--- src/sv/spi_epw_pkg.sv ---
package spi_epw_pkg;

    localparam int ADDR_BITS_DEF  = 12;
    localparam int PAGE_BYTES_DEF = 32;
    localparam int MAX_ADDR_BITS  = 16;
    localparam int QUEUE_DEPTH    = 2;
    localparam int NUM_STEPS      = 12;
    localparam int STEP_W         = 4;
    localparam int BYTE_W         = 8;
    localparam int CFG_INDEX_W    = 2;

    typedef enum logic [1:0] {
        ACT_LOW  = 2'd0,
        ACT_HIGH = 2'd1,
        ACT_SEND = 2'd2,
        ACT_WAIT = 2'd3
    } action_t;

    localparam logic [CFG_INDEX_W-1:0] REG_READ_CMD  = 2'd0;
    localparam logic [CFG_INDEX_W-1:0] REG_WRITE_CMD = 2'd1;
    localparam logic [CFG_INDEX_W-1:0] REG_WREN_CMD  = 2'd2;
    localparam logic [CFG_INDEX_W-1:0] REG_DUMMY     = 2'd3;

    localparam logic [BYTE_W-1:0] RST_READ_CMD  = 8'h03;
    localparam logic [BYTE_W-1:0] RST_WRITE_CMD = 8'h02;
    localparam logic [BYTE_W-1:0] RST_WREN_CMD  = 8'h06;
    localparam logic [BYTE_W-1:0] RST_DUMMY     = 8'h00;

    // Script positions, sent in ascending order for each job.
    localparam logic [STEP_W-1:0] STEP_CLOSE_HIGH = 4'd0;
    localparam logic [STEP_W-1:0] STEP_CLOSE_WAIT = 4'd1;
    localparam logic [STEP_W-1:0] STEP_OPEN_LOW   = 4'd2;
    localparam logic [STEP_W-1:0] STEP_WREN       = 4'd3;
    localparam logic [STEP_W-1:0] STEP_WREN_HIGH  = 4'd4;
    localparam logic [STEP_W-1:0] STEP_CMD_LOW    = 4'd5;
    localparam logic [STEP_W-1:0] STEP_CMD        = 4'd6;
    localparam logic [STEP_W-1:0] STEP_ADDR_HI    = 4'd7;
    localparam logic [STEP_W-1:0] STEP_ADDR_LO    = 4'd8;
    localparam logic [STEP_W-1:0] STEP_BODY       = 4'd9;
    localparam logic [STEP_W-1:0] STEP_TAIL_HIGH  = 4'd10;
    localparam logic [STEP_W-1:0] STEP_TAIL_WAIT  = 4'd11;

    typedef struct packed {
        logic [NUM_STEPS-1:0]     steps;
        logic                     is_write;
        logic                     drop;
        logic [MAX_ADDR_BITS-1:0] addr;
        logic [BYTE_W-1:0]        data;
    } job_t;

endpackage

--- src/sv/spi_eeprom_page_write_sequencer_top.sv ---
// Page-write sequencer for a 25xx-style SPI EEPROM.
// Input channel (push/full): one beat asks to read or write one byte; first_byte
// and final_byte frame a transaction, start_address is taken on its first beat.
// Result channel (empty/pop): one beat per bus action, select low, select high,
// send byte or write wait, with capture, dropped and run_end flags; run_end
// marks the last action of an input beat.
// Configuration: cfg_write with cfg_index and cfg_data sets the read, write,
// write-enable and dummy bytes; write only while the block is idle.
// An input beat is classified in the cycle it is accepted and queued as a job.
// The job expander emits one action per cycle unless the result register is
// stalled, so an input beat yields one to twelve actions, usually one or two;
// its first action passes the job queue, the step register and the result
// register. Input is taken every cycle while the two-entry job queue has room.
// A stalled receiver holds the result register; the expander and then the job
// queue fill, after which full rises. Reset empties both sides, closes any
// transaction and restores the default command bytes.
module spi_eeprom_page_write_sequencer_top #(
    parameter int ADDR_BITS  = spi_epw_pkg::ADDR_BITS_DEF,
    parameter int PAGE_BYTES = spi_epw_pkg::PAGE_BYTES_DEF
) (
    input  logic                                clk,
    input  logic                                rst_n,
    input  logic                                push,
    output logic                                full,
    input  logic                                opcode,
    input  logic [ADDR_BITS-1:0]                start_address,
    input  logic [7:0]                          write_data,
    input  logic                                first_byte,
    input  logic                                final_byte,
    input  logic                                cfg_write,
    input  logic [spi_epw_pkg::CFG_INDEX_W-1:0] cfg_index,
    input  logic [7:0]                          cfg_data,
    output logic                                empty,
    input  logic                                pop,
    output logic [1:0]                          action,
    output logic [7:0]                          bus_byte,
    output logic                                capture,
    output logic                                dropped,
    output logic                                run_end
);

    spi_epw_pkg::job_t front_job, queue_job;
    logic              job_push, queue_full, queue_empty, job_pop;

    assign full = queue_full;

    spi_epw_front #(
        .ADDR_BITS  (ADDR_BITS),
        .PAGE_BYTES (PAGE_BYTES)
    ) u_front (
        .clk           (clk),
        .rst_n         (rst_n),
        .push          (push),
        .queue_full    (queue_full),
        .opcode        (opcode),
        .start_address (start_address),
        .write_data    (write_data),
        .first_byte    (first_byte),
        .final_byte    (final_byte),
        .job_push      (job_push),
        .job           (front_job)
    );

    spi_epw_queue u_queue (
        .clk    (clk),
        .rst_n  (rst_n),
        .wr_en  (job_push),
        .wr_job (front_job),
        .full   (queue_full),
        .rd_en  (job_pop),
        .rd_job (queue_job),
        .empty  (queue_empty)
    );

    spi_epw_back u_back (
        .clk       (clk),
        .rst_n     (rst_n),
        .cfg_write (cfg_write),
        .cfg_index (cfg_index),
        .cfg_data  (cfg_data),
        .job_valid (!queue_empty),
        .job       (queue_job),
        .job_pop   (job_pop),
        .empty     (empty),
        .pop       (pop),
        .action    (action),
        .bus_byte  (bus_byte),
        .capture   (capture),
        .dropped   (dropped),
        .run_end   (run_end)
    );

endmodule

--- src/sv/spi_epw_front.sv ---
module spi_epw_front #(
    parameter int ADDR_BITS  = spi_epw_pkg::ADDR_BITS_DEF,
    parameter int PAGE_BYTES = spi_epw_pkg::PAGE_BYTES_DEF
) (
    input  logic                 clk,
    input  logic                 rst_n,
    input  logic                 push,
    input  logic                 queue_full,
    input  logic                 opcode,
    input  logic [ADDR_BITS-1:0] start_address,
    input  logic [7:0]           write_data,
    input  logic                 first_byte,
    input  logic                 final_byte,
    output logic                 job_push,
    output spi_epw_pkg::job_t    job
);

    localparam int PAGE_W = $clog2(PAGE_BYTES);

    logic                 in_trans_reg, in_trans_next;
    logic                 is_write_reg, is_write_next;
    logic                 past_end_reg, past_end_next;
    logic [ADDR_BITS:0]   next_addr_reg, next_addr_next;
    logic                 opened;

    assign job_push = push && !queue_full;

    always_comb
    begin
        job            = '0;
        in_trans_next  = in_trans_reg;
        is_write_next  = is_write_reg;
        next_addr_next = next_addr_reg;
        past_end_next  = past_end_reg;
        opened         = 1'b0;

        if (first_byte && in_trans_next)
        begin
            if (!past_end_next &&
                !(is_write_next && next_addr_next[PAGE_W-1:0] == '0))
            begin
                job.steps[spi_epw_pkg::STEP_CLOSE_HIGH] = 1'b1;
                job.steps[spi_epw_pkg::STEP_CLOSE_WAIT] = is_write_next;
            end
            in_trans_next = 1'b0;
        end

        if (!in_trans_next)
        begin
            in_trans_next  = 1'b1;
            is_write_next  = opcode;
            next_addr_next = {1'b0, start_address};
            past_end_next  = 1'b0;
            opened         = 1'b1;
            job.addr       = spi_epw_pkg::MAX_ADDR_BITS'(start_address);
            job.steps[spi_epw_pkg::STEP_OPEN_LOW]  = 1'b1;
            job.steps[spi_epw_pkg::STEP_WREN]      = opcode;
            job.steps[spi_epw_pkg::STEP_WREN_HIGH] = opcode;
            job.steps[spi_epw_pkg::STEP_CMD_LOW]   = opcode;
            job.steps[spi_epw_pkg::STEP_CMD]       = 1'b1;
            job.steps[spi_epw_pkg::STEP_ADDR_HI]   = 1'b1;
            job.steps[spi_epw_pkg::STEP_ADDR_LO]   = 1'b1;
        end

        job.is_write = is_write_next;
        job.data     = write_data;
        job.steps[spi_epw_pkg::STEP_BODY] = 1'b1;

        if (past_end_next)
        begin
            job.drop = 1'b1;
            if (final_byte)
            begin
                in_trans_next = 1'b0;
            end
        end
        else
        begin
            if (is_write_next && !opened && next_addr_next[PAGE_W-1:0] == '0)
            begin
                job.addr = spi_epw_pkg::MAX_ADDR_BITS'(next_addr_next[ADDR_BITS-1:0]);
                job.steps[spi_epw_pkg::STEP_OPEN_LOW]  = 1'b1;
                job.steps[spi_epw_pkg::STEP_WREN]      = 1'b1;
                job.steps[spi_epw_pkg::STEP_WREN_HIGH] = 1'b1;
                job.steps[spi_epw_pkg::STEP_CMD_LOW]   = 1'b1;
                job.steps[spi_epw_pkg::STEP_CMD]       = 1'b1;
                job.steps[spi_epw_pkg::STEP_ADDR_HI]   = 1'b1;
                job.steps[spi_epw_pkg::STEP_ADDR_LO]   = 1'b1;
            end
            next_addr_next = next_addr_next + 1'b1;
            if (final_byte || next_addr_next[ADDR_BITS])
            begin
                job.steps[spi_epw_pkg::STEP_TAIL_HIGH] = 1'b1;
                job.steps[spi_epw_pkg::STEP_TAIL_WAIT] = is_write_next;
                if (final_byte)
                begin
                    in_trans_next = 1'b0;
                end
                else
                begin
                    past_end_next = 1'b1;
                end
            end
            else if (is_write_next && next_addr_next[PAGE_W-1:0] == '0)
            begin
                job.steps[spi_epw_pkg::STEP_TAIL_HIGH] = 1'b1;
                job.steps[spi_epw_pkg::STEP_TAIL_WAIT] = 1'b1;
            end
        end
    end

    always_ff @(posedge clk or negedge rst_n)
    begin
        if (!rst_n)
        begin
            in_trans_reg  <= 1'b0;
            is_write_reg  <= 1'b0;
            past_end_reg  <= 1'b0;
            next_addr_reg <= '0;
        end
        else if (job_push)
        begin
            in_trans_reg  <= in_trans_next;
            is_write_reg  <= is_write_next;
            past_end_reg  <= past_end_next;
            next_addr_reg <= next_addr_next;
        end
    end

endmodule

--- src/sv/spi_epw_queue.sv ---
module spi_epw_queue (
    input  logic              clk,
    input  logic              rst_n,
    input  logic              wr_en,
    input  spi_epw_pkg::job_t wr_job,
    output logic              full,
    input  logic              rd_en,
    output spi_epw_pkg::job_t rd_job,
    output logic              empty
);

    localparam int DEPTH  = spi_epw_pkg::QUEUE_DEPTH;
    localparam int PTR_W  = (DEPTH > 1) ? $clog2(DEPTH) : 1;
    localparam int CNT_W  = $clog2(DEPTH + 1);

    spi_epw_pkg::job_t  slots_reg [DEPTH];
    logic [PTR_W-1:0]   wr_ptr_reg, wr_ptr_next;
    logic [PTR_W-1:0]   rd_ptr_reg, rd_ptr_next;
    logic [CNT_W-1:0]   count_reg, count_next;
    logic               do_wr, do_rd;

    assign full   = count_reg == CNT_W'(DEPTH);
    assign empty  = count_reg == '0;
    assign do_wr  = wr_en && !full;
    assign do_rd  = rd_en && !empty;
    assign rd_job = slots_reg[rd_ptr_reg];

    always_comb
    begin
        wr_ptr_next = wr_ptr_reg;
        rd_ptr_next = rd_ptr_reg;
        count_next  = count_reg;
        if (do_wr)
        begin
            wr_ptr_next = (wr_ptr_reg == PTR_W'(DEPTH - 1)) ? '0 : wr_ptr_reg + 1'b1;
        end
        if (do_rd)
        begin
            rd_ptr_next = (rd_ptr_reg == PTR_W'(DEPTH - 1)) ? '0 : rd_ptr_reg + 1'b1;
        end
        if (do_wr && !do_rd)
        begin
            count_next = count_reg + 1'b1;
        end
        else if (do_rd && !do_wr)
        begin
            count_next = count_reg - 1'b1;
        end
    end

    always_ff @(posedge clk or negedge rst_n)
    begin
        if (!rst_n)
        begin
            wr_ptr_reg <= '0;
            rd_ptr_reg <= '0;
            count_reg  <= '0;
        end
        else
        begin
            wr_ptr_reg <= wr_ptr_next;
            rd_ptr_reg <= rd_ptr_next;
            count_reg  <= count_next;
        end
    end

    always_ff @(posedge clk)
    begin
        if (do_wr)
        begin
            slots_reg[wr_ptr_reg] <= wr_job;
        end
    end

`ifndef NO_ASSERTIONS
    a_count_bound: assert property (@(posedge clk) disable iff (!rst_n)
        count_reg <= CNT_W'(DEPTH))
        else $error("job queue count exceeds its depth");
`endif

endmodule

--- src/sv/spi_epw_back.sv ---
module spi_epw_back (
    input  logic                                clk,
    input  logic                                rst_n,
    input  logic                                cfg_write,
    input  logic [spi_epw_pkg::CFG_INDEX_W-1:0] cfg_index,
    input  logic [7:0]                          cfg_data,
    input  logic                                job_valid,
    input  spi_epw_pkg::job_t                   job,
    output logic                                job_pop,
    output logic                                empty,
    input  logic                                pop,
    output logic [1:0]                          action,
    output logic [7:0]                          bus_byte,
    output logic                                capture,
    output logic                                dropped,
    output logic                                run_end
);

    localparam int NS = spi_epw_pkg::NUM_STEPS;

    logic [7:0]        read_cmd_reg, write_cmd_reg, wren_cmd_reg, dummy_reg;
    logic [NS-1:0]     steps_reg, steps_next;
    spi_epw_pkg::job_t cur_reg;
    logic              out_valid_reg;
    logic [1:0]        action_reg;
    logic [7:0]        bus_byte_reg;
    logic              capture_reg, dropped_reg, run_end_reg;

    logic [NS-1:0]                     low_bit;
    logic [NS-1:0]                     rest;
    logic [spi_epw_pkg::STEP_W-1:0]    step;
    logic                              advance;
    spi_epw_pkg::action_t              act_c;
    logic [7:0]                        byte_c;
    logic                              cap_c, drop_c;

    assign advance = (steps_reg != '0) && (!out_valid_reg || pop);
    assign low_bit = steps_reg & (~steps_reg + 1'b1);
    assign rest    = steps_reg & ~low_bit;
    assign job_pop = job_valid && ((steps_reg == '0) || (advance && rest == '0));

    always_comb
    begin
        step = '0;
        for (int i = NS - 1; i >= 0; i--)
        begin
            if (steps_reg[i])
            begin
                step = spi_epw_pkg::STEP_W'(i);
            end
        end
    end

    always_comb
    begin
        act_c  = spi_epw_pkg::ACT_HIGH;
        byte_c = '0;
        cap_c  = 1'b0;
        drop_c = 1'b0;
        unique case (step)
            spi_epw_pkg::STEP_CLOSE_HIGH,
            spi_epw_pkg::STEP_WREN_HIGH,
            spi_epw_pkg::STEP_TAIL_HIGH:
                act_c = spi_epw_pkg::ACT_HIGH;
            spi_epw_pkg::STEP_CLOSE_WAIT,
            spi_epw_pkg::STEP_TAIL_WAIT:
                act_c = spi_epw_pkg::ACT_WAIT;
            spi_epw_pkg::STEP_OPEN_LOW,
            spi_epw_pkg::STEP_CMD_LOW:
                act_c = spi_epw_pkg::ACT_LOW;
            spi_epw_pkg::STEP_WREN:
            begin
                act_c  = spi_epw_pkg::ACT_SEND;
                byte_c = wren_cmd_reg;
            end
            spi_epw_pkg::STEP_CMD:
            begin
                act_c  = spi_epw_pkg::ACT_SEND;
                byte_c = cur_reg.is_write ? write_cmd_reg : read_cmd_reg;
            end
            spi_epw_pkg::STEP_ADDR_HI:
            begin
                act_c  = spi_epw_pkg::ACT_SEND;
                byte_c = cur_reg.addr[15:8];
            end
            spi_epw_pkg::STEP_ADDR_LO:
            begin
                act_c  = spi_epw_pkg::ACT_SEND;
                byte_c = cur_reg.addr[7:0];
            end
            spi_epw_pkg::STEP_BODY:
            begin
                if (cur_reg.drop)
                begin
                    act_c  = spi_epw_pkg::ACT_HIGH;
                    drop_c = 1'b1;
                end
                else
                begin
                    act_c  = spi_epw_pkg::ACT_SEND;
                    byte_c = cur_reg.is_write ? cur_reg.data : dummy_reg;
                    cap_c  = !cur_reg.is_write;
                end
            end
            default:
                act_c = spi_epw_pkg::ACT_HIGH;
        endcase
    end

    always_comb
    begin
        steps_next = steps_reg;
        if (advance)
        begin
            steps_next = rest;
        end
        if (job_pop)
        begin
            steps_next = job.steps;
        end
    end

    always_ff @(posedge clk or negedge rst_n)
    begin
        if (!rst_n)
        begin
            read_cmd_reg  <= spi_epw_pkg::RST_READ_CMD;
            write_cmd_reg <= spi_epw_pkg::RST_WRITE_CMD;
            wren_cmd_reg  <= spi_epw_pkg::RST_WREN_CMD;
            dummy_reg     <= spi_epw_pkg::RST_DUMMY;
        end
        else if (cfg_write)
        begin
            unique case (cfg_index)
                spi_epw_pkg::REG_READ_CMD:  read_cmd_reg  <= cfg_data;
                spi_epw_pkg::REG_WRITE_CMD: write_cmd_reg <= cfg_data;
                spi_epw_pkg::REG_WREN_CMD:  wren_cmd_reg  <= cfg_data;
                spi_epw_pkg::REG_DUMMY:     dummy_reg     <= cfg_data;
                default:                    dummy_reg     <= dummy_reg;
            endcase
        end
    end

    always_ff @(posedge clk or negedge rst_n)
    begin
        if (!rst_n)
        begin
            steps_reg     <= '0;
            out_valid_reg <= 1'b0;
        end
        else
        begin
            steps_reg <= steps_next;
            if (advance)
            begin
                out_valid_reg <= 1'b1;
            end
            else if (pop)
            begin
                out_valid_reg <= 1'b0;
            end
        end
    end

    always_ff @(posedge clk)
    begin
        if (job_pop)
        begin
            cur_reg <= job;
        end
        if (advance)
        begin
            action_reg   <= act_c;
            bus_byte_reg <= byte_c;
            capture_reg  <= cap_c;
            dropped_reg  <= drop_c;
            run_end_reg  <= rest == '0;
        end
    end

    assign empty    = !out_valid_reg;
    assign action   = action_reg;
    assign bus_byte = bus_byte_reg;
    assign capture  = capture_reg;
    assign dropped  = dropped_reg;
    assign run_end  = run_end_reg;

`ifndef NO_ASSERTIONS
    a_capture_is_send: assert property (@(posedge clk) disable iff (!rst_n)
        out_valid_reg && capture_reg |-> action_reg == spi_epw_pkg::ACT_SEND)
        else $error("capture marked on a beat that sends no byte");
    a_drop_alone: assert property (@(posedge clk) disable iff (!rst_n)
        out_valid_reg && dropped_reg |-> action_reg == spi_epw_pkg::ACT_HIGH && run_end_reg)
        else $error("dropped beat is not a lone select-high");
    a_job_has_steps: assert property (@(posedge clk) disable iff (!rst_n)
        job_pop |=> steps_reg != '0)
        else $error("loaded job carries no actions");
`endif

endmodule
--- config.mk ---
export PLATFORM = sky130hd
export DESIGN_NAME = spi_eeprom_page_write_sequencer_top
export DESIGN_NICKNAME = d
export VERILOG_FILES = /design/src/sv/spi_epw_pkg.sv /design/src/sv/spi_eeprom_page_write_sequencer_top.sv /design/src/sv/spi_epw_front.sv /design/src/sv/spi_epw_queue.sv /design/src/sv/spi_epw_back.sv
export SDC_FILE = /design/constraint.sdc
export NUM_CORES = 1
export LEC_CHECK = 0
export BUFFER_PORTS_ARGS = -buffer_cell sky130_fd_sc_hd__buf_2
export CAP_MARGIN = 20
export CORE_MARGIN = 4
export CORE_UTILIZATION = 31
export CTS_BUF_LIST = sky130_fd_sc_hd__clkbuf_4 sky130_fd_sc_hd__clkbuf_8
export CTS_CLUSTER_DIAMETER = 100
export DETAILED_ROUTE_END_ITERATION = 16
export GPL_ROUTABILITY_DRIVEN = 0
export PLACE_DENSITY = 0.49
export SYNTH_ARGS = -nofsm -noshare
export SYNTH_HDL_FRONTEND = slang
export SYNTH_HIERARCHICAL = 1
export SYNTH_SLANG_ARGS = --single-unit
--- constraint.sdc ---
create_clock -name clk -period 4.8 [get_ports clk]
set_input_delay 0.96 -clock clk [delete_from_list [all_inputs] [get_ports clk]]
set_output_delay 0.96 -clock clk [all_outputs]
set_load 0.01 [all_outputs]
# Word-level counts from Yosys, hierarchy flattened
# Memories as Yosys holds them, arrays and structs flattened.
# Index checks and enable logic that the tools add are counted.
[classes]
add_sub_neg = 6
multipliers = 0
div = 0
order_cmp = 0
eq_ne = 13
shift = 0
n_mux = 51
n_bitwise = 5
reduce_logical = 44
[ops]
columns = ["operator", "n"]
rows = [
  ["2-to-1 mux 12 bit", 4],
  ["2-to-1 mux 4 bit", 12],
  ["case mux 8 bit (5 select lines)", 1],
  ["2-to-1 mux 13 bit", 2],
  ["AND 12 bit", 2],
  ["logical NOT 12 bit", 2],
  ["2-to-1 mux 8 bit", 3],
  ["NOT 12 bit", 2],
  ["2-to-1 mux 7 bit", 3],
  ["2-to-1 mux 1 bit", 16],
  ["2-to-1 mux 16 bit", 1],
  ["2-to-1 mux 2 bit", 8],
  ["logical NOT 5 bit", 3],
  ["logical AND 1 bit", 14],
  ["adder 13 x 1 -> 13 bit (second input constant)", 1],
  ["adder 12 x 1 -> 12 bit (second input constant)", 1],
  ["== test 4 x 3 -> 1 bit (second input constant)", 3],
  ["== test 4 bit (second input constant)", 3],
  ["nonzero test 12 bit", 1],
  ["== test 4 x 2 -> 1 bit (second input constant)", 2],
  ["logical NOT 1 bit", 8],
  ["case mux 2 bit (4 select lines)", 1],
  ["AND reduction 2 bit", 4],
  ["== test 2 bit (second input constant)", 3],
  ["other kinds (11)", 19],
]
[word_totals]
ff_bits = 104
latch_bits = 0
mem_bits_rw = 74
romBits = 0
inputBits = 38
out_inout_bits = 15
word_cells = 142
mem_count = 1
[memory_table]
columns = ["name", "depth", "word_bits", "read_ports", "rd_clocked_by_memory_dff", "wr", "line", "source"]
rows = [
  ["u_queue.slots_reg", 2, 37, 1, 0, 1, "spi_epw_queue.sv:16", "spi_epw_pkg::job_t slots_reg [DEPTH];"],
]

# Logic depth before layout (Yosys ltp)
# Gate-level depths: netlist of the first run.
[depth]
depth_word = 15
mapped_depth = 12
depth_no_buf = 10

# Hierarchy
# The synthesis of the first run kept the hierarchy.
[modules_own_cells]
columns = ["mod", "n_inst", "cells_each", "area_each_um2", "seq_area_each_um2"]
rows = [
  ["spi_epw_back", 1, 291, 3928.8, 2303.5],
  ["spi_epw_queue", 1, 137, 2985.4, 2382.3],
  ["spi_epw_front", 1, 209, 1614.0, 400.4],
  ["spi_eeprom_page_write_sequencer_top", 1, 1, 3.8, 0.0],
]

# Worst setup path after synthesis of the first run
# No wires, ideal clock.
[synth_timing]
kind = "input to register"
from = "input push"
to = "memory u_queue/slots_reg[0][0] in the netlist's numbering (enable)"
setup_ns = 0.433
t_arrival_ns = 3.387
required_time_ns = 4.367
setup_slack_ns = 0.979
path_stages = 6
n_path_buf = 2
path_cell_list = "nand2b_1 -> clkbuf_1 -> inv_1 -> clkbuf_1 -> nand2_1 -> nor2_1"
[synth_between]
elab_chain_len = 4
[synth_lines]
columns = ["item", "line", "source"]
rows = [
  ["start: declaration", "spi_eeprom_page_write_sequencer_top.sv:23", "input logic push,"],
  ["logical AND 1 bit", "spi_epw_front.sv:26", "assign job_push = push && !queue_full;"],
  ["net job_push", "spi_eeprom_page_write_sequencer_top.sv:43", "logic job_push, queue_full, queue_empty, job_pop;"],
  ["logical AND 1 bit", "spi_epw_queue.sv:24", "assign do_wr = wr_en && !full;"],
  ["2-to-1 mux 1 bit", "spi_epw_queue.sv:69", "if (do_wr)"],
  ["2-to-1 mux 1 bit (not written as such)", "spi_epw_queue.sv:71", "slots_reg[wr_ptr_reg] <= wr_job;"],
  ["end: declaration", "spi_epw_queue.sv:16", ""],
]
# The timed path passes the listed nets, and every way through them passes these cells.

# Worst setup path in the final report of the first run
[layout_timing]
from = "register u_back.steps_reg[2]"
to = "register u_queue.count_reg[1]"
[layout_between]
elab_chain_len = 13
elab_cells_between_ends = 18
classes_between = "1 x add/sub; 1 x mux; 4 x bitwise; 12 x reduce/logical"
[layout_lines]
columns = ["item", "line", "source"]
rows = [
  ["start: declaration", "spi_epw_back.sv:22", "logic [NS-1:0] steps_reg, steps_next;"],
  ["start signal: assignment", "spi_epw_back.sv:153", "steps_reg <= steps_next;"],
  ["NOT 12 bit", "spi_epw_back.sv:38", "assign low_bit = steps_reg & (~steps_reg + 1'b1);"],
  ["adder 12 x 1 -> 12 bit", "spi_epw_back.sv:38", ""],
  ["AND 12 bit", "spi_epw_back.sv:38", ""],
  ["NOT 12 bit", "spi_epw_back.sv:39", "assign rest = steps_reg & ~low_bit;"],
  ["AND 12 bit", "spi_epw_back.sv:39", ""],
  ["logical NOT 12 bit", "spi_epw_back.sv:40", "assign job_pop = job_valid && ((steps_reg == '0) || (advance && rest == '0));"],
  ["logical AND 1 bit", "spi_epw_back.sv:40", ""],
  ["logical OR 1 bit *", "spi_epw_back.sv:40", ""],
  ["logical AND 1 bit *", "spi_epw_back.sv:40", ""],
  ["net job_pop", "spi_eeprom_page_write_sequencer_top.sv:43", ""],
  ["logical AND 1 bit *", "spi_epw_queue.sv:25", "assign do_rd = rd_en && !empty;"],
  ["logical NOT 1 bit", "spi_epw_queue.sv:41", "if (do_wr && !do_rd)"],
  ["logical AND 1 bit", "spi_epw_queue.sv:41", ""],
  ["2-to-1 mux 2 bit or nonzero test 2 bit (tied branches)", "--", ""],
  ["end signal: assignment", "spi_epw_queue.sv:63", "count_reg <= count_next;"],
  ["end: declaration", "spi_epw_queue.sv:19", "logic [CNT_W-1:0] count_reg, count_next;"],
]
# Mark *: on every way through the listed nets, which the timed path passes. The rest lies on a longest branch.
# A chain may end at the register's enable or synchronous reset.

==> flow_summary.html, run 1 <==
<table>
<tr><th>Metric</th><th>Value</th></tr>
<tr><th colspan="2">Outcome</th></tr>
<tr><td>Result of the run</td><td>finished, final reports clean</td></tr>
<tr><th colspan="2">Synthesis</th></tr>
<tr><td>Flip-flop and latch count after synthesis</td><td>180</td></tr>
<tr><td>Fraction of synthesized cell area taken by the top area cell type</td><td>40.5%</td></tr>
<tr><td>Largest area contributor in the synthesized netlist</td><td>sky130_fd_sc_hd__edfxtp_1</td></tr>
<tr><td>Gate count after technology mapping</td><td>638</td></tr>
<tr><td>Proportion of synthesized chip area in sequential cells</td><td>59.6%</td></tr>
<tr><td>Total standard cell area after synthesis</td><td>8530 sq um</td></tr>
<tr><td>Count of cell types in the netlist</td><td>74</td></tr>
<tr><td>Ranking of synthesized cells by area</td><td>sky130_fd_sc_hd__edfxtp_1 40%, sky130_fd_sc_hd__dfrtp_1 18%, sky130_fd_sc_hd__mux2_2 10%</td></tr>
<tr><td>Warnings, synthesis</td><td>6</td></tr>
<tr><td>Ys flop type</td><td>sky130_fd_sc_hd__edfxtp_1</td></tr>
<tr><td>Syn avg cell area</td><td>13.4 sq um</td></tr>
<tr><td>Number of synthesized flops with an enable pin</td><td>115</td></tr>
<tr><td>Share of async-settable or async-resettable flops after synthesis</td><td>36.1%</td></tr>
<tr><th colspan="2">Worst setup path</th></tr>
<tr><td>Critical path data required time</td><td>5.17 ns</td></tr>
<tr><td>Element type at the critical path end</td><td>flop</td></tr>
<tr><td>Worst r2r src</td><td>u_back/steps_reg[2]</td></tr>
<tr><td>Crit Reg-Reg Endpoint</td><td>u_queue/count_reg[1]</td></tr>
<tr><td>Worst Path Max Fanout</td><td>34</td></tr>
<tr><td>Arrival time of the worst setup path</td><td>3.63 ns</td></tr>
<tr><td>Start-to-end type of the worst setup path</td><td>reg2reg</td></tr>
<tr><td>Worst Reg2Reg Path Length in Cells</td><td>10</td></tr>
<tr><td>R2R Setup Slk</td><td>1.54 ns</td></tr>
<tr><td>Worst Setup Start Kind</td><td>flop</td></tr>
<tr><th colspan="2">Layout</th></tr>
<tr><td>Relative area change from synthesis to final layout</td><td>10.2%</td></tr>
<tr><td>Fill count</td><td>2648</td></tr>
<tr><td>Ratio of cells with drive above 1 in the final layout</td><td>30.9%</td></tr>
<tr><td>Post-Layout Cell Count</td><td>1023</td></tr>
<tr><td>Net count reported at finish</td><td>711</td></tr>
<tr><td>Final design instance area without fill</td><td>9400 sq um</td></tr>
<tr><td>Count of antenna diodes in the layout</td><td>0</td></tr>
<tr><td>Max FFs per register</td><td>76</td></tr>
<tr><th colspan="2">Power</th></tr>
<tr><td>Maximum VDD drop</td><td>0.206 mV</td></tr>
<tr><td>Leakage power of the design</td><td>3.59 nW</td></tr>
<tr><td>Power density cells</td><td>607 nW/um^2</td></tr>
<tr><th colspan="2">Clocking</th></tr>
<tr><td>Max clock buf depth</td><td>2</td></tr>
<tr><td>Cell chosen for the clock root</td><td>sky130_fd_sc_hd__clkbuf_8</td></tr>
<tr><td>Number of buffers added by the clock tree synthesis step</td><td>17</td></tr>
<tr><td>TritonCTS clock tree</td><td>yes</td></tr>
<tr><td>Cts repair resizes</td><td>0</td></tr>
<tr><td>H-Tree Level Count</td><td>4</td></tr>
<tr><td>Clock latency on the worst-skew pair</td><td>0.45 ns</td></tr>
<tr><td>Clock-pin transition on the worst setup and hold timing paths</td><td>0.09 ns</td></tr>
<tr><td>Post-CTS setup-driven buffer insertion count</td><td>0</td></tr>
<tr><td>Clock sink total</td><td>180</td></tr>
<tr><td>Number of buffers inserted for hold repair after clock tree synthesis</td><td>0</td></tr>
<tr><th colspan="2">Floorplan</th></tr>
<tr><td>FP Rows</td><td>60</td></tr>
<tr><td>Die outline width</td><td>174 um</td></tr>
<tr><td>Top-level port count</td><td>53</td></tr>
<tr><td>Vertical extent of the die</td><td>174 um</td></tr>
<tr><td>Core area</td><td>27000 sq um</td></tr>
<tr><td>Area of the die</td><td>30200 sq um</td></tr>
<tr><td>Initial core utilization</td><td>31.6%</td></tr>
<tr><th colspan="2">Timing</th></tr>
<tr><td>Part of the cycle the worst path needs</td><td>68.0%</td></tr>
<tr><td>Transition time at the pin with the least slew margin</td><td>1.04 ns</td></tr>
<tr><td>Minimum clock period</td><td>3.26 ns</td></tr>
<tr><td>Slew headroom</td><td>30.8%</td></tr>
<tr><td>Max frequency</td><td>306 MHz</td></tr>
<tr><td>Count of final max-slew check failures</td><td>0</td></tr>
<tr><td>RSZ-0062 raised after global routing</td><td>false</td></tr>
<tr><td>Worst clock skew on the final layout</td><td>0.0160 ns</td></tr>
<tr><td>Number of setup violations in the final report</td><td>0</td></tr>
<tr><td>Final hold viol count</td><td>0</td></tr>
<tr><td>Post-Route Setup TNS</td><td>0 ns</td></tr>
<tr><th colspan="2">Detailed routing</th></tr>
<tr><td>Total routed wirelength</td><td>17.6 mm</td></tr>
<tr><td>Post-route DRC violation count</td><td>0</td></tr>
<tr><td>Wire per inst</td><td>17.2 um</td></tr>
<tr><td>Vias per cell</td><td>4.96</td></tr>
<tr><td>Initial detailed-routing violation count</td><td>285</td></tr>
<tr><td>Total via count in the routed design</td><td>5070</td></tr>
<tr><td>Detailed-routing iteration count for the pre-antenna-repair pass</td><td>4</td></tr>
<tr><td>Residual antenna-violating net count after detailed routing</td><td>0</td></tr>
<tr><th colspan="2">Global routing</th></tr>
<tr><td>Number of global-route vias before repair</td><td>5190</td></tr>
<tr><td>Global-route total usage across every layer</td><td>12.0%</td></tr>
<tr><td>GR Overflow Total</td><td>0</td></tr>
<tr><td>Number of antenna violations at the first check in global routing</td><td>0</td></tr>
<tr><td>Largest net degree at the start of global routing</td><td>40</td></tr>
<tr><td>Wire length of the first global-routing pass</td><td>29.0 mm</td></tr>
<tr><th colspan="2">Placed design</th></tr>
<tr><td>IO buf count</td><td>52</td></tr>
<tr><td>Placed cell areas</td><td>8930 sq um</td></tr>
<tr><td>HPWL reported at the end of detailed placement</td><td>12.4 mm</td></tr>
<tr><td>Number of cells in the design after placement</td><td>989</td></tr>
<tr><th colspan="2">Min path</th></tr>
<tr><td>Start point of the worst min-delay path</td><td>u_back/write_cmd_reg[3]</td></tr>
<tr><td>Worst hold endpoint</td><td>u_back/write_cmd_reg[3]</td></tr>
<tr><td>Worst min-delay path class</td><td>reg2reg</td></tr>
<tr><td>Count of cells along the worst hold path</td><td>1</td></tr>
<tr><th colspan="2">Run</th></tr>
<tr><td>Max-cap violations</td><td>0</td></tr>
</table>
==> metrics by stage <==
step | power [mW] | setup slack [ns] | hold WS, ns | utilization [%]
after floorplan | 4.29 | 0.979 | 0.456 | -
after CTS | 5.76 | 1.50 | 0.511 | 34.7
after detailed placement | 4.60 | 1.25 | 0.489 | 33.0
after global placement | 4.56 | 1.37 | 0.482 | 33.0
after global routing | 6.10 | 1.29 | 0.529 | 34.8
final | 5.70 | 1.54 | 0.510 | 34.8
==> worst max path at each step <==
| stage | endpoint | cells after the start | slack [ns] | start |
|---|---|---|---|---|
| final | u_queue/count_reg[1] | 10 | 1.54 | u_back/steps_reg[2] |
| after global routing | u_queue/count_reg[1] | 10 | 1.29 | u_back/steps_reg[3] |
| after CTS | u_queue/count_reg[1] | 10 | 1.50 | u_back/steps_reg[2] |
| after detailed placement | u_queue/slots_reg[0][37] | 8 | 1.25 | first_byte |
| after global placement | u_queue/slots_reg[0][37] | 8 | 1.37 | first_byte |
| after floorplan | u_queue/slots_reg[0][0] | 6 | 0.98 | push |
==> layout by cell type, fill, tap and decap left out, types with 4 or more instances in the layout <==
master	Yosys	routed
sky130_fd_sc_hd__a21oi_1	13	13
sky130_fd_sc_hd__a22o_2	5	5
sky130_fd_sc_hd__a31oi_1	4	4
sky130_fd_sc_hd__and2_1	6	6
sky130_fd_sc_hd__buf_2	7	52
sky130_fd_sc_hd__bufinv_16	0	4
sky130_fd_sc_hd__clkbuf_8	0	18
sky130_fd_sc_hd__clkinv_4	0	4
sky130_fd_sc_hd__conb_1	2	5
sky130_fd_sc_hd__dfrtp_1	60	59
sky130_fd_sc_hd__dfstp_2	5	5
sky130_fd_sc_hd__edfxtp_1	115	115
sky130_fd_sc_hd__ha_1	4	4
sky130_fd_sc_hd__inv_1	22	22
sky130_fd_sc_hd__mux2_2	76	76
sky130_fd_sc_hd__mux2_4	10	10
sky130_fd_sc_hd__mux2i_1	33	33
sky130_fd_sc_hd__nand2_1	50	50
sky130_fd_sc_hd__nand2b_1	5	5
sky130_fd_sc_hd__nand3_1	11	11
sky130_fd_sc_hd__nand4_1	11	11
sky130_fd_sc_hd__nor2_1	35	34
sky130_fd_sc_hd__nor3_1	6	6
sky130_fd_sc_hd__nor4_1	4	4
sky130_fd_sc_hd__o2111ai_1	4	4
sky130_fd_sc_hd__o211ai_1	4	4
sky130_fd_sc_hd__o21ai_0	21	21
sky130_fd_sc_hd__o221ai_1	10	10
sky130_fd_sc_hd__or3_1	7	7
sky130_fd_sc_hd__xnor2_1	7	7
sky130_fd_sc_hd__xor2_1	4	4
==> cell usage after synthesis (3+ instances only) <==
library cell and instances:
sky130_fd_sc_hd__edfxtp_1 115, sky130_fd_sc_hd__mux2_2 76, sky130_fd_sc_hd__dfrtp_1 60, sky130_fd_sc_hd__nand2_1 50
sky130_fd_sc_hd__nor2_1 35, sky130_fd_sc_hd__mux2i_1 33, sky130_fd_sc_hd__buf_4 22, sky130_fd_sc_hd__inv_1 22
sky130_fd_sc_hd__o21ai_0 21, sky130_fd_sc_hd__a21oi_1 13, sky130_fd_sc_hd__nand3_1 11, sky130_fd_sc_hd__nand4_1 11
sky130_fd_sc_hd__mux2_4 10, sky130_fd_sc_hd__o221ai_1 10, sky130_fd_sc_hd__clkbuf_1 9, sky130_fd_sc_hd__buf_2 7
sky130_fd_sc_hd__or3_1 7, sky130_fd_sc_hd__xnor2_1 7, sky130_fd_sc_hd__and2_1 6, sky130_fd_sc_hd__nor3_1 6
sky130_fd_sc_hd__a22o_2 5, sky130_fd_sc_hd__buf_6 5, sky130_fd_sc_hd__dfstp_2 5, sky130_fd_sc_hd__nand2b_1 5
sky130_fd_sc_hd__a31oi_1 4, sky130_fd_sc_hd__ha_1 4, sky130_fd_sc_hd__nor4_1 4, sky130_fd_sc_hd__o2111ai_1 4
sky130_fd_sc_hd__o211ai_1 4, sky130_fd_sc_hd__xor2_1 4, sky130_fd_sc_hd__a211oi_1 3, sky130_fd_sc_hd__a22o_1 3
sky130_fd_sc_hd__and3_1 3, sky130_fd_sc_hd__o21a_1 3, sky130_fd_sc_hd__o2bb2ai_1 3, sky130_fd_sc_hd__or2_2 3
==> cell families (layout without fill, tap and decap cells) <==
kind of cell,after synthesis,in the layout,synth area share (%)
multiplexers,120,120,15.9
flip-flops,180,180,59.6
adder cells (fa/ha/maj),4,4,0.587
other,2,5,0.0880
AND/OR/NAND/NOR,159,159,9.44
AO/OA/AOI/OAI,92,92,8.33
XOR/XNOR,11,11,1.13
buffers and inverters,70,111,4.88
==> worst max-delay path: stages, from the launching register on <==
cell                       delay [ns]
sky130_fd_sc_hd__dfrtp_1         0.49
sky130_fd_sc_hd__nor4_1          0.67
sky130_fd_sc_hd__and3_1          0.42
sky130_fd_sc_hd__and2_1          0.22
sky130_fd_sc_hd__a31oi_4         0.06
sky130_fd_sc_hd__clkinv_2        0.41
sky130_fd_sc_hd__o21ai_0         0.26
sky130_fd_sc_hd__ha_1            0.26
sky130_fd_sc_hd__xor2_1          0.14
sky130_fd_sc_hd__nor2_1          0.11
sky130_fd_sc_hd__xor2_1          0.16
==> metal layers <==
layer | part of all wire [%] | track usage, % | vias up
li1 | - | - | 2421
met1 | 50 | 17.5 | 2527
met2 | 44 | 18.0 | 110
met3 | 4.3 | 3.04 | 12
met4 | 0.97 | 2.94 | 0
met5 | 0 | 0 | -
==> cell type report <==
type	instances	area, sq um	area share (%)
Timing Repair Buffer	56	303	3.22
Inverter	23	87.6	0.932
Sequential cell	180	5090	54.1
Clock inverter	14	198	2.10
Tap cell	341	427	4.54
Clock buffer	18	248	2.64
Multi-Input combinational cell	391	3050	32.4
==> power breakdown <==
| group | total [mW] | internal (mW) | switching, mW |
|---|---|---|---|
| Sequential | 2.65 | 2.27 | 0.381 |
| Clock | 1.14 | 0.588 | 0.547 |
| Combinational | 1.92 | 0.857 | 1.06 |
| Total | 5.70 | 3.71 | 1.99 |
(Power assumes the default switching activity.)
==> run 2: changes to the inputs <==
clock period = 3.3 ns   (was 4.8 ns; I/O delays follow)
==> run 2 against run 1 <==
Effect of this change: global-route usage shrank 0.056 points; first-iteration DRC count grew 6.7%; clock skew shrank 0.0042 ns; clock power grew 36%; via count grew 1.4%.
==> flow_summary.html, run 2 (synthesis results as in run 1) <==
<table>
<tr><th>Metric</th><th>Value</th></tr>
<tr><th colspan="2">Outcome</th></tr>
<tr><td>Result of the run</td><td>finished, final reports clean</td></tr>
<tr><th colspan="2">Floorplan</th></tr>
<tr><td>Vertical extent of the die</td><td>174 um</td></tr>
<tr><td>Core area</td><td>27000 sq um</td></tr>
<tr><td>Top-level port count</td><td>53</td></tr>
<tr><td>Die outline width</td><td>174 um</td></tr>
<tr><td>Initial core utilization</td><td>31.6%</td></tr>
<tr><td>FP Rows</td><td>60</td></tr>
<tr><td>Area of the die</td><td>30200 sq um</td></tr>
<tr><th colspan="2">Timing</th></tr>
<tr><td>Final hold viol count</td><td>0</td></tr>
<tr><td>Transition time at the pin with the least slew margin</td><td>1.00 ns</td></tr>
<tr><td>Worst clock skew on the final layout</td><td>0.0117 ns</td></tr>
<tr><td>Part of the cycle the worst path needs</td><td>83.4%</td></tr>
<tr><td>Minimum clock period</td><td>2.75 ns</td></tr>
<tr><td>Post-Route Setup TNS</td><td>0 ns</td></tr>
<tr><td>Number of setup violations in the final report</td><td>0</td></tr>
<tr><td>Count of final max-slew check failures</td><td>0</td></tr>
<tr><td>Max frequency</td><td>363 MHz</td></tr>
<tr><td>Slew headroom</td><td>33.0%</td></tr>
<tr><td>RSZ-0062 raised after global routing</td><td>false</td></tr>
<tr><th colspan="2">Global routing</th></tr>
<tr><td>Number of global-route vias before repair</td><td>5290</td></tr>
<tr><td>Global-route total usage across every layer</td><td>11.9%</td></tr>
<tr><td>GR Overflow Total</td><td>0</td></tr>
<tr><td>Largest net degree at the start of global routing</td><td>41</td></tr>
<tr><td>Wire length of the first global-routing pass</td><td>28.9 mm</td></tr>
<tr><td>Number of antenna violations at the first check in global routing</td><td>0</td></tr>
<tr><th colspan="2">Power</th></tr>
<tr><td>Leakage power of the design</td><td>3.62 nW</td></tr>
<tr><td>Maximum VDD drop</td><td>0.288 mV</td></tr>
<tr><td>Total power after layout</td><td>8.29 mW</td></tr>
<tr><td>Portion of total power attributed to sequential cells</td><td>46.1%</td></tr>
<tr><td>Part of the power in the clock network</td><td>18.7%</td></tr>
<tr><td>Combinational fraction of design power</td><td>35.3%</td></tr>
<tr><td>Sw frac</td><td>35.1%</td></tr>
<tr><td>Internal Dissipation</td><td>5.38 mW</td></tr>
<tr><td>Switching component of the power</td><td>2.91 mW</td></tr>
<tr><td>Power density cells</td><td>876 nW/um^2</td></tr>
<tr><th colspan="2">Clocking</th></tr>
<tr><td>Clock latency on the worst-skew pair</td><td>0.45 ns</td></tr>
<tr><td>Max clock buf depth</td><td>2</td></tr>
<tr><td>H-Tree Level Count</td><td>4</td></tr>
<tr><td>Cell chosen for the clock root</td><td>sky130_fd_sc_hd__clkbuf_8</td></tr>
<tr><td>Number of buffers added by the clock tree synthesis step</td><td>17</td></tr>
<tr><td>Number of buffers inserted for hold repair after clock tree synthesis</td><td>0</td></tr>
<tr><td>Post-CTS setup-driven buffer insertion count</td><td>0</td></tr>
<tr><td>Cts repair resizes</td><td>0</td></tr>
<tr><td>Clock sink total</td><td>180</td></tr>
<tr><td>Clock-pin transition on the worst setup and hold timing paths</td><td>0.09 ns</td></tr>
<tr><td>TritonCTS clock tree</td><td>yes</td></tr>
<tr><th colspan="2">Placed design</th></tr>
<tr><td>IO buf count</td><td>52</td></tr>
<tr><td>HPWL reported at the end of detailed placement</td><td>12.6 mm</td></tr>
<tr><th colspan="2">Worst setup path</th></tr>
<tr><td>Start-to-end type of the worst setup path</td><td>reg2reg</td></tr>
<tr><td>Cells along the critical path</td><td>or4_1, o41ai_1, o32a_2, a31oi_4, clkinv_2, o21ai_0, ha_1, nor2_1, xor2_1</td></tr>
<tr><td>Crit Reg-Reg Endpoint</td><td>u_queue/count_reg[1]</td></tr>
<tr><td>Arrival time of the worst setup path</td><td>3.12 ns</td></tr>
<tr><td>Highest cell delay on the worst timing path</td><td>0.69 ns</td></tr>
<tr><td>R2R Setup Slk</td><td>0.55 ns</td></tr>
<tr><td>Worst Path Max Fanout</td><td>10</td></tr>
<tr><td>Worst r2r src</td><td>u_back/steps_reg[3]</td></tr>
<tr><td>Element type at the critical path end</td><td>flop</td></tr>
<tr><td>Worst Setup Start Kind</td><td>flop</td></tr>
<tr><td>Worst path slowest cell</td><td>sky130_fd_sc_hd__or4_1</td></tr>
<tr><td>Worst Reg2Reg Path Length in Cells</td><td>9</td></tr>
<tr><td>Critical path data required time</td><td>3.67 ns</td></tr>
<tr><th colspan="2">Layout</th></tr>
<tr><td>Ratio of cells with drive above 1 in the final layout</td><td>31.8%</td></tr>
<tr><td>Area occupied by registers</td><td>5090 sq um</td></tr>
<tr><td>Most frequent cells in the layout</td><td>115 x sky130_fd_sc_hd__edfxtp_1, 76 x sky130_fd_sc_hd__mux2_2, 59 x sky130_fd_sc_hd__dfrtp_1</td></tr>
<tr><td>Relative area change from synthesis to final layout</td><td>10.9%</td></tr>
<tr><td>Net count reported at finish</td><td>721</td></tr>
<tr><td>Max FFs per register</td><td>76</td></tr>
<tr><td>Fill count</td><td>2650</td></tr>
<tr><td>Most common cell after layout, fill and taps aside</td><td>sky130_fd_sc_hd__edfxtp_1</td></tr>
<tr><td>Final core area utilization</td><td>35.0%</td></tr>
<tr><td>Multi-input combinational cell area</td><td>3050 sq um</td></tr>
<tr><td>Count of antenna diodes in the layout</td><td>0</td></tr>
<tr><th colspan="2">Detailed routing</th></tr>
<tr><td>Detailed-routing iteration count for the pre-antenna-repair pass</td><td>5</td></tr>
<tr><td>Routed length on met1</td><td>8.71 mm</td></tr>
<tr><td>Met2 WL post-DR</td><td>8.05 mm</td></tr>
<tr><td>Highest metal used</td><td>met4</td></tr>
<tr><td>Wire per inst</td><td>17.2 um</td></tr>
<tr><td>Post-route DRC violation count</td><td>0</td></tr>
<tr><td>Vias per cell</td><td>4.98</td></tr>
<tr><td>Total routed wirelength</td><td>17.8 mm</td></tr>
<tr><td>Residual antenna-violating net count after detailed routing</td><td>0</td></tr>
<tr><td>Total via count in the routed design</td><td>5142</td></tr>
<tr><td>Initial detailed-routing violation count</td><td>304</td></tr>
<tr><td>Met3 wire length</td><td>898 um</td></tr>
<tr><th colspan="2">Run</th></tr>
<tr><td>Max-cap violations</td><td>0</td></tr>
<tr><th colspan="2">Min path</th></tr>
<tr><td>Worst min-delay path class</td><td>in2async</td></tr>
</table>
-- run 2: cell types whose count changed in the layout (fill, tap and decap cells not counted), sizes merged --
| cell | before | now |
|---|---|---|
| bufinv | 4 | 3 |
| clkbuf | 18 | 17 |
| clkinv | 7 | 5 |
| buf | 56 | 66 |
| clkinvlp | 0 | 4 |
-- run 2: critical path: cells and delay by family (launching register included) --
kind                       cells  cell delay (ns)
adders and majority gates      1             0.34
buffers and inverters          1             0.07
DFF                            1             0.49
AOI/OAI and AO/OA              4             0.77
and+or+nand+nor                2             0.83
xor gates and xnor gates       1             0.17
-- run 2: power by group through the flow --
stage / registers, mW / clock network (mW) / logic, mW
after floorplan: 3.62 / 0 / 2.62
after global placement: 3.85 / 0 / 2.91
after detailed placement: 3.88 / 0 / 2.94
after CTS: 3.83 / 1.62 / 2.96
after global routing: 3.91 / 1.70 / 3.24
final: 3.82 / 1.55 / 2.93
-- run 2: cell type report --
type | count | share of cell area (%)
sequential | 180 | 53.7
inverter | 23 | 0.925
clock inverter | 15 | 1.88
clock buffer | 17 | 2.47
multi-input combinational | 391 | 32.2
timing repair buffer | 66 | 4.26
tap | 341 | 4.51
-- run 2: how the worst max path moves through the flow --
stage                   startpoint                  endpoint  slack [ns]
6_report       u_back/steps_reg[3]      u_queue/count_reg[1]        0.55
5_1_grt        u_back/steps_reg[3]      u_queue/count_reg[1]        0.31
4_1_cts        u_back/steps_reg[3]      u_queue/count_reg[1]        0.54
3_5_place_dp            first_byte  u_queue/slots_reg[1][37]        0.43
3_3_place_gp            first_byte  u_queue/slots_reg[0][37]        0.51
2_1_floorplan           first_byte  u_queue/slots_reg[0][37]        0.32
-- run 2: routing by layer --
metal	GRT usage, %	vias up
li1	-	2434
met1	17.4	2535
met2	18.2	160
met3	2.87	13
met4	2.61	0
met5	0	-
-- run 2: per-stage QoR --
step / hold WS, ns / cell area (sq um) / instances / worst slack, ns
floorplan: 0.364 / 8550 / 641 / 0.320
global placement: 0.480 / 9050 / 1000 / 0.507
detailed placement: 0.475 / 9050 / 1000 / 0.427
CTS: 0.261 / 9460 / 1032 / 0.541
global route: 0.291 / 9470 / 1033 / 0.313
finish: 0.262 / 9470 / 1033 / 0.546
==> run 3: changes to the inputs <==
PLACE_DENSITY = 0.51   (was 0.49)
clock period = 2.3 ns   (was 3.3 ns; I/O delays follow)
==> run 3 against run 2 <==
Effect of this change: the run now ends with setup timing left; global-route usage barely moved; fmax rose by 18%; clock power increased by 41%; critical endpoint unchanged.
==> flow_summary.html, run 3 (synthesis results as in run 1) <==
<table>
<tr><th>Metric</th><th>Value</th></tr>
<tr><th colspan="2">Outcome</th></tr>
<tr><td>Result of the run</td><td>finished, violations left</td></tr>
<tr><td>Failing checks</td><td>setup timing</td></tr>
<tr><th colspan="2">Timing</th></tr>
<tr><td>Worst clock skew on the final layout</td><td>0.0191 ns</td></tr>
<tr><td>Minimum clock period</td><td>2.33 ns</td></tr>
<tr><td>PnR worst setup slack</td><td>-0.0281 ns</td></tr>
<tr><td>Slew headroom</td><td>41.9%</td></tr>
<tr><td>Transition time at the pin with the least slew margin</td><td>0.868 ns</td></tr>
<tr><td>RSZ-0062 raised after global routing</td><td>true</td></tr>
<tr><td>Final hold viol count</td><td>0</td></tr>
<tr><td>Part of the cycle the worst path needs</td><td>101%</td></tr>
<tr><td>Number of setup violations in the final report</td><td>1</td></tr>
<tr><td>Post-Route Setup TNS</td><td>-0.0281 ns</td></tr>
<tr><td>Max frequency</td><td>430 MHz</td></tr>
<tr><td>Count of final max-slew check failures</td><td>0</td></tr>
<tr><th colspan="2">Placed design</th></tr>
<tr><td>Placed cell areas</td><td>9460 sq um</td></tr>
<tr><td>IO buf count</td><td>52</td></tr>
<tr><td>HPWL reported at the end of detailed placement</td><td>13.1 mm</td></tr>
<tr><th colspan="2">Power</th></tr>
<tr><td>Leakage power of the design</td><td>3.88 nW</td></tr>
<tr><td>Part of the power in the clock network</td><td>17.0%</td></tr>
<tr><td>Portion of total power attributed to sequential cells</td><td>41.0%</td></tr>
<tr><td>Sw frac</td><td>35.3%</td></tr>
<tr><td>Switching component of the power</td><td>4.53 mW</td></tr>
<tr><td>Power density cells</td><td>1280 nW/um^2</td></tr>
<tr><td>Internal Dissipation</td><td>8.31 mW</td></tr>
<tr><td>Maximum VDD drop</td><td>0.443 mV</td></tr>
<tr><td>Combinational fraction of design power</td><td>42.0%</td></tr>
<tr><th colspan="2">Detailed routing</th></tr>
<tr><td>Residual antenna-violating net count after detailed routing</td><td>0</td></tr>
<tr><td>Detailed-routing iteration count for the pre-antenna-repair pass</td><td>5</td></tr>
<tr><td>Post-route DRC violation count</td><td>0</td></tr>
<tr><td>Initial detailed-routing violation count</td><td>293</td></tr>
<tr><td>Total routed wirelength</td><td>18.5 mm</td></tr>
<tr><td>Vias per cell</td><td>4.90</td></tr>
<tr><td>Wire per inst</td><td>17.1 um</td></tr>
<tr><td>Total via count in the routed design</td><td>5291</td></tr>
<tr><th colspan="2">Worst setup path</th></tr>
<tr><td>Cell repeated most along the worst path</td><td>sky130_fd_sc_hd__xor2_1</td></tr>
<tr><td>Critical path data required time</td><td>2.66 ns</td></tr>
<tr><td>Cells along the critical path</td><td>or4_4, o41ai_2, o32a_2, a31oi_4, clkinv_4, o21ai_4, ha_4, xor2_1, nor2_1, xor2_1</td></tr>
<tr><td>Arrival time of the worst setup path</td><td>2.69 ns</td></tr>
<tr><td>Highest cell delay on the worst timing path</td><td>0.60 ns</td></tr>
<tr><td>Worst path slowest cell</td><td>sky130_fd_sc_hd__or4_4</td></tr>
<tr><td>Worst Setup Start Kind</td><td>flop</td></tr>
<tr><td>Start-to-end type of the worst setup path</td><td>reg2reg</td></tr>
<tr><td>R2R Setup Slk</td><td>-0.03 ns</td></tr>
<tr><td>Element type at the critical path end</td><td>flop</td></tr>
<tr><td>Worst Path Max Fanout</td><td>5</td></tr>
<tr><th colspan="2">Floorplan</th></tr>
<tr><td>FP Rows</td><td>60</td></tr>
<tr><td>Area of the die</td><td>30200 sq um</td></tr>
<tr><td>Initial core utilization</td><td>31.6%</td></tr>
<tr><td>Vertical extent of the die</td><td>174 um</td></tr>
<tr><td>Top-level port count</td><td>53</td></tr>
<tr><td>Core area</td><td>27000 sq um</td></tr>
<tr><td>Die outline width</td><td>174 um</td></tr>
<tr><th colspan="2">Clocking</th></tr>
<tr><td>Clock sink total</td><td>180</td></tr>
<tr><td>Cell chosen for the clock root</td><td>sky130_fd_sc_hd__clkbuf_8</td></tr>
<tr><td>Number of buffers added by the clock tree synthesis step</td><td>17</td></tr>
<tr><td>Max clock buf depth</td><td>2</td></tr>
<tr><td>Clock latency on the worst-skew pair</td><td>0.44 ns</td></tr>
<tr><td>TritonCTS clock tree</td><td>yes</td></tr>
<tr><td>Number of buffers inserted for hold repair after clock tree synthesis</td><td>0</td></tr>
<tr><td>Clock-pin transition on the worst setup and hold timing paths</td><td>0.10 ns</td></tr>
<tr><td>H-Tree Level Count</td><td>4</td></tr>
<tr><th colspan="2">Global routing</th></tr>
<tr><td>GR Overflow Total</td><td>0</td></tr>
<tr><td>Number of antenna violations at the first check in global routing</td><td>0</td></tr>
<tr><td>Largest net degree at the start of global routing</td><td>40</td></tr>
<tr><td>Number of global-route vias before repair</td><td>5325</td></tr>
<tr><td>Wire length of the first global-routing pass</td><td>29.1 mm</td></tr>
<tr><td>Global-route total usage across every layer</td><td>12.0%</td></tr>
<tr><th colspan="2">Layout</th></tr>
<tr><td>Most frequent cells in the layout</td><td>115 x sky130_fd_sc_hd__edfxtp_1, 76 x sky130_fd_sc_hd__mux2_2, 57 x sky130_fd_sc_hd__dfrtp_1</td></tr>
<tr><td>Count of antenna diodes in the layout</td><td>0</td></tr>
<tr><td>Net count reported at finish</td><td>767</td></tr>
<tr><td>Max FFs per register</td><td>76</td></tr>
<tr><td>Relative area change from synthesis to final layout</td><td>17.6%</td></tr>
<tr><td>Ratio of cells with drive above 1 in the final layout</td><td>39.2%</td></tr>
<tr><td>Final design instance area without fill</td><td>10000 sq um</td></tr>
<tr><td>Most common cell after layout, fill and taps aside</td><td>sky130_fd_sc_hd__edfxtp_1</td></tr>
<tr><th colspan="2">Run</th></tr>
<tr><td>Max-cap violations</td><td>0</td></tr>
<tr><th colspan="2">Min path</th></tr>
<tr><td>Worst min-delay path class</td><td>in2async</td></tr>
</table>
run 3: cell count changes in the layout (fill, tap and decap cells not counted), sizes merged:
cell | previous run | this run
buf | 66 | 110
clkbuf | 17 | 20
clkinv | 5 | 3
bufinv | 3 | 2
clkdlybuf4s15 | 0 | 1
clkinvlp | 4 | 5
run 3: path summary, 6_finish.rpt:
kind	startpoint	end	cells after the start
worst max-delay path	u_back/steps_reg[1]	u_queue/count_reg[1]	10
min in group clk	write_data[1]	u_queue/slots_reg[1][1]	1
worst max register to register	u_back/steps_reg[1]	u_queue/count_reg[1]	10
worst min register to register	u_back/write_cmd_reg[6]	u_back/write_cmd_reg[6]	1
worst min-delay path	rst_n	u_front/past_end_reg	1
max in group asynchronous	rst_n	u_back/wren_cmd_reg[1]	2
run 3: what timing repair did:
action | CTS | global route
resized for setup | 3 | 19
endpoints found under the setup margin | 1 | 17
pin swaps | 2 | 3
buffers inserted | 0 | 4
cloned | 0 | 2
run 3: worst max-delay path: cells and delay by family (launching register included):
kind,cells,cell delay (ns)
compound gates,4,0.58
xor+xnor,2,0.30
fa+ha+maj,1,0.16
buf+inv,1,0.08
flops,1,0.39
simple gates,2,0.73
run 3: layer usage:
| layer | track usage, % | vias up | wire [um] | share of wire [%] |
|---|---|---|---|---|
| met3 | 2.76 | 10 | 795 | 4.3 |
| met4 | 2.57 | 0 | 171 | 0.93 |
| met5 | 0 | - | 0 | 0 |
| met1 | 17.5 | 2620 | 9150 | 49 |
| li1 | - | 2531 | - | - |
| met2 | 18.3 | 130 | 8370 | 45 |
run 3: power groups by stage:
stage               combinational [mW]  sequential (mW)  clock [mW]
floorplan                         3.90             5.20           0
detailed placement                4.96             5.32           0
global route                      5.86             5.37        2.39
CTS                               5.01             5.25        2.26
global placement                  4.91             5.29           0
finish                            5.40             5.26        2.18
run 3: final cells by class:
type | instances | area (sq um)
Multi-Input combinational cell | 391 | 3190
Inverter | 23 | 91.3
Fill cell | 2575 | 17000
Sequential cell | 180 | 5090
Clock inverter | 13 | 151
Timing Repair Buffer | 112 | 831
Clock buffer | 19 | 249
Tap cell | 341 | 427
run 3: stage by stage:
| step | util [%] | hold slack [ns] | setup WS [ns] | power [mW] | cells |
|---|---|---|---|---|---|
| finish | 37.1 | 0.0605 | -0.0281 | 12.8 | 1079 |
| global route | 37.1 | 0.0927 | -0.164 | 13.6 | 1079 |
| CTS | 36.5 | 0.0748 | -0.0447 | 12.5 | 1072 |
| detailed placement | 35.0 | 0.488 | -0.0737 | 10.3 | 1040 |
| global placement | 35.0 | 0.481 | -0.0487 | 10.2 | 1040 |
| floorplan | - | 0.164 | -0.276 | 9.10 | 641 |
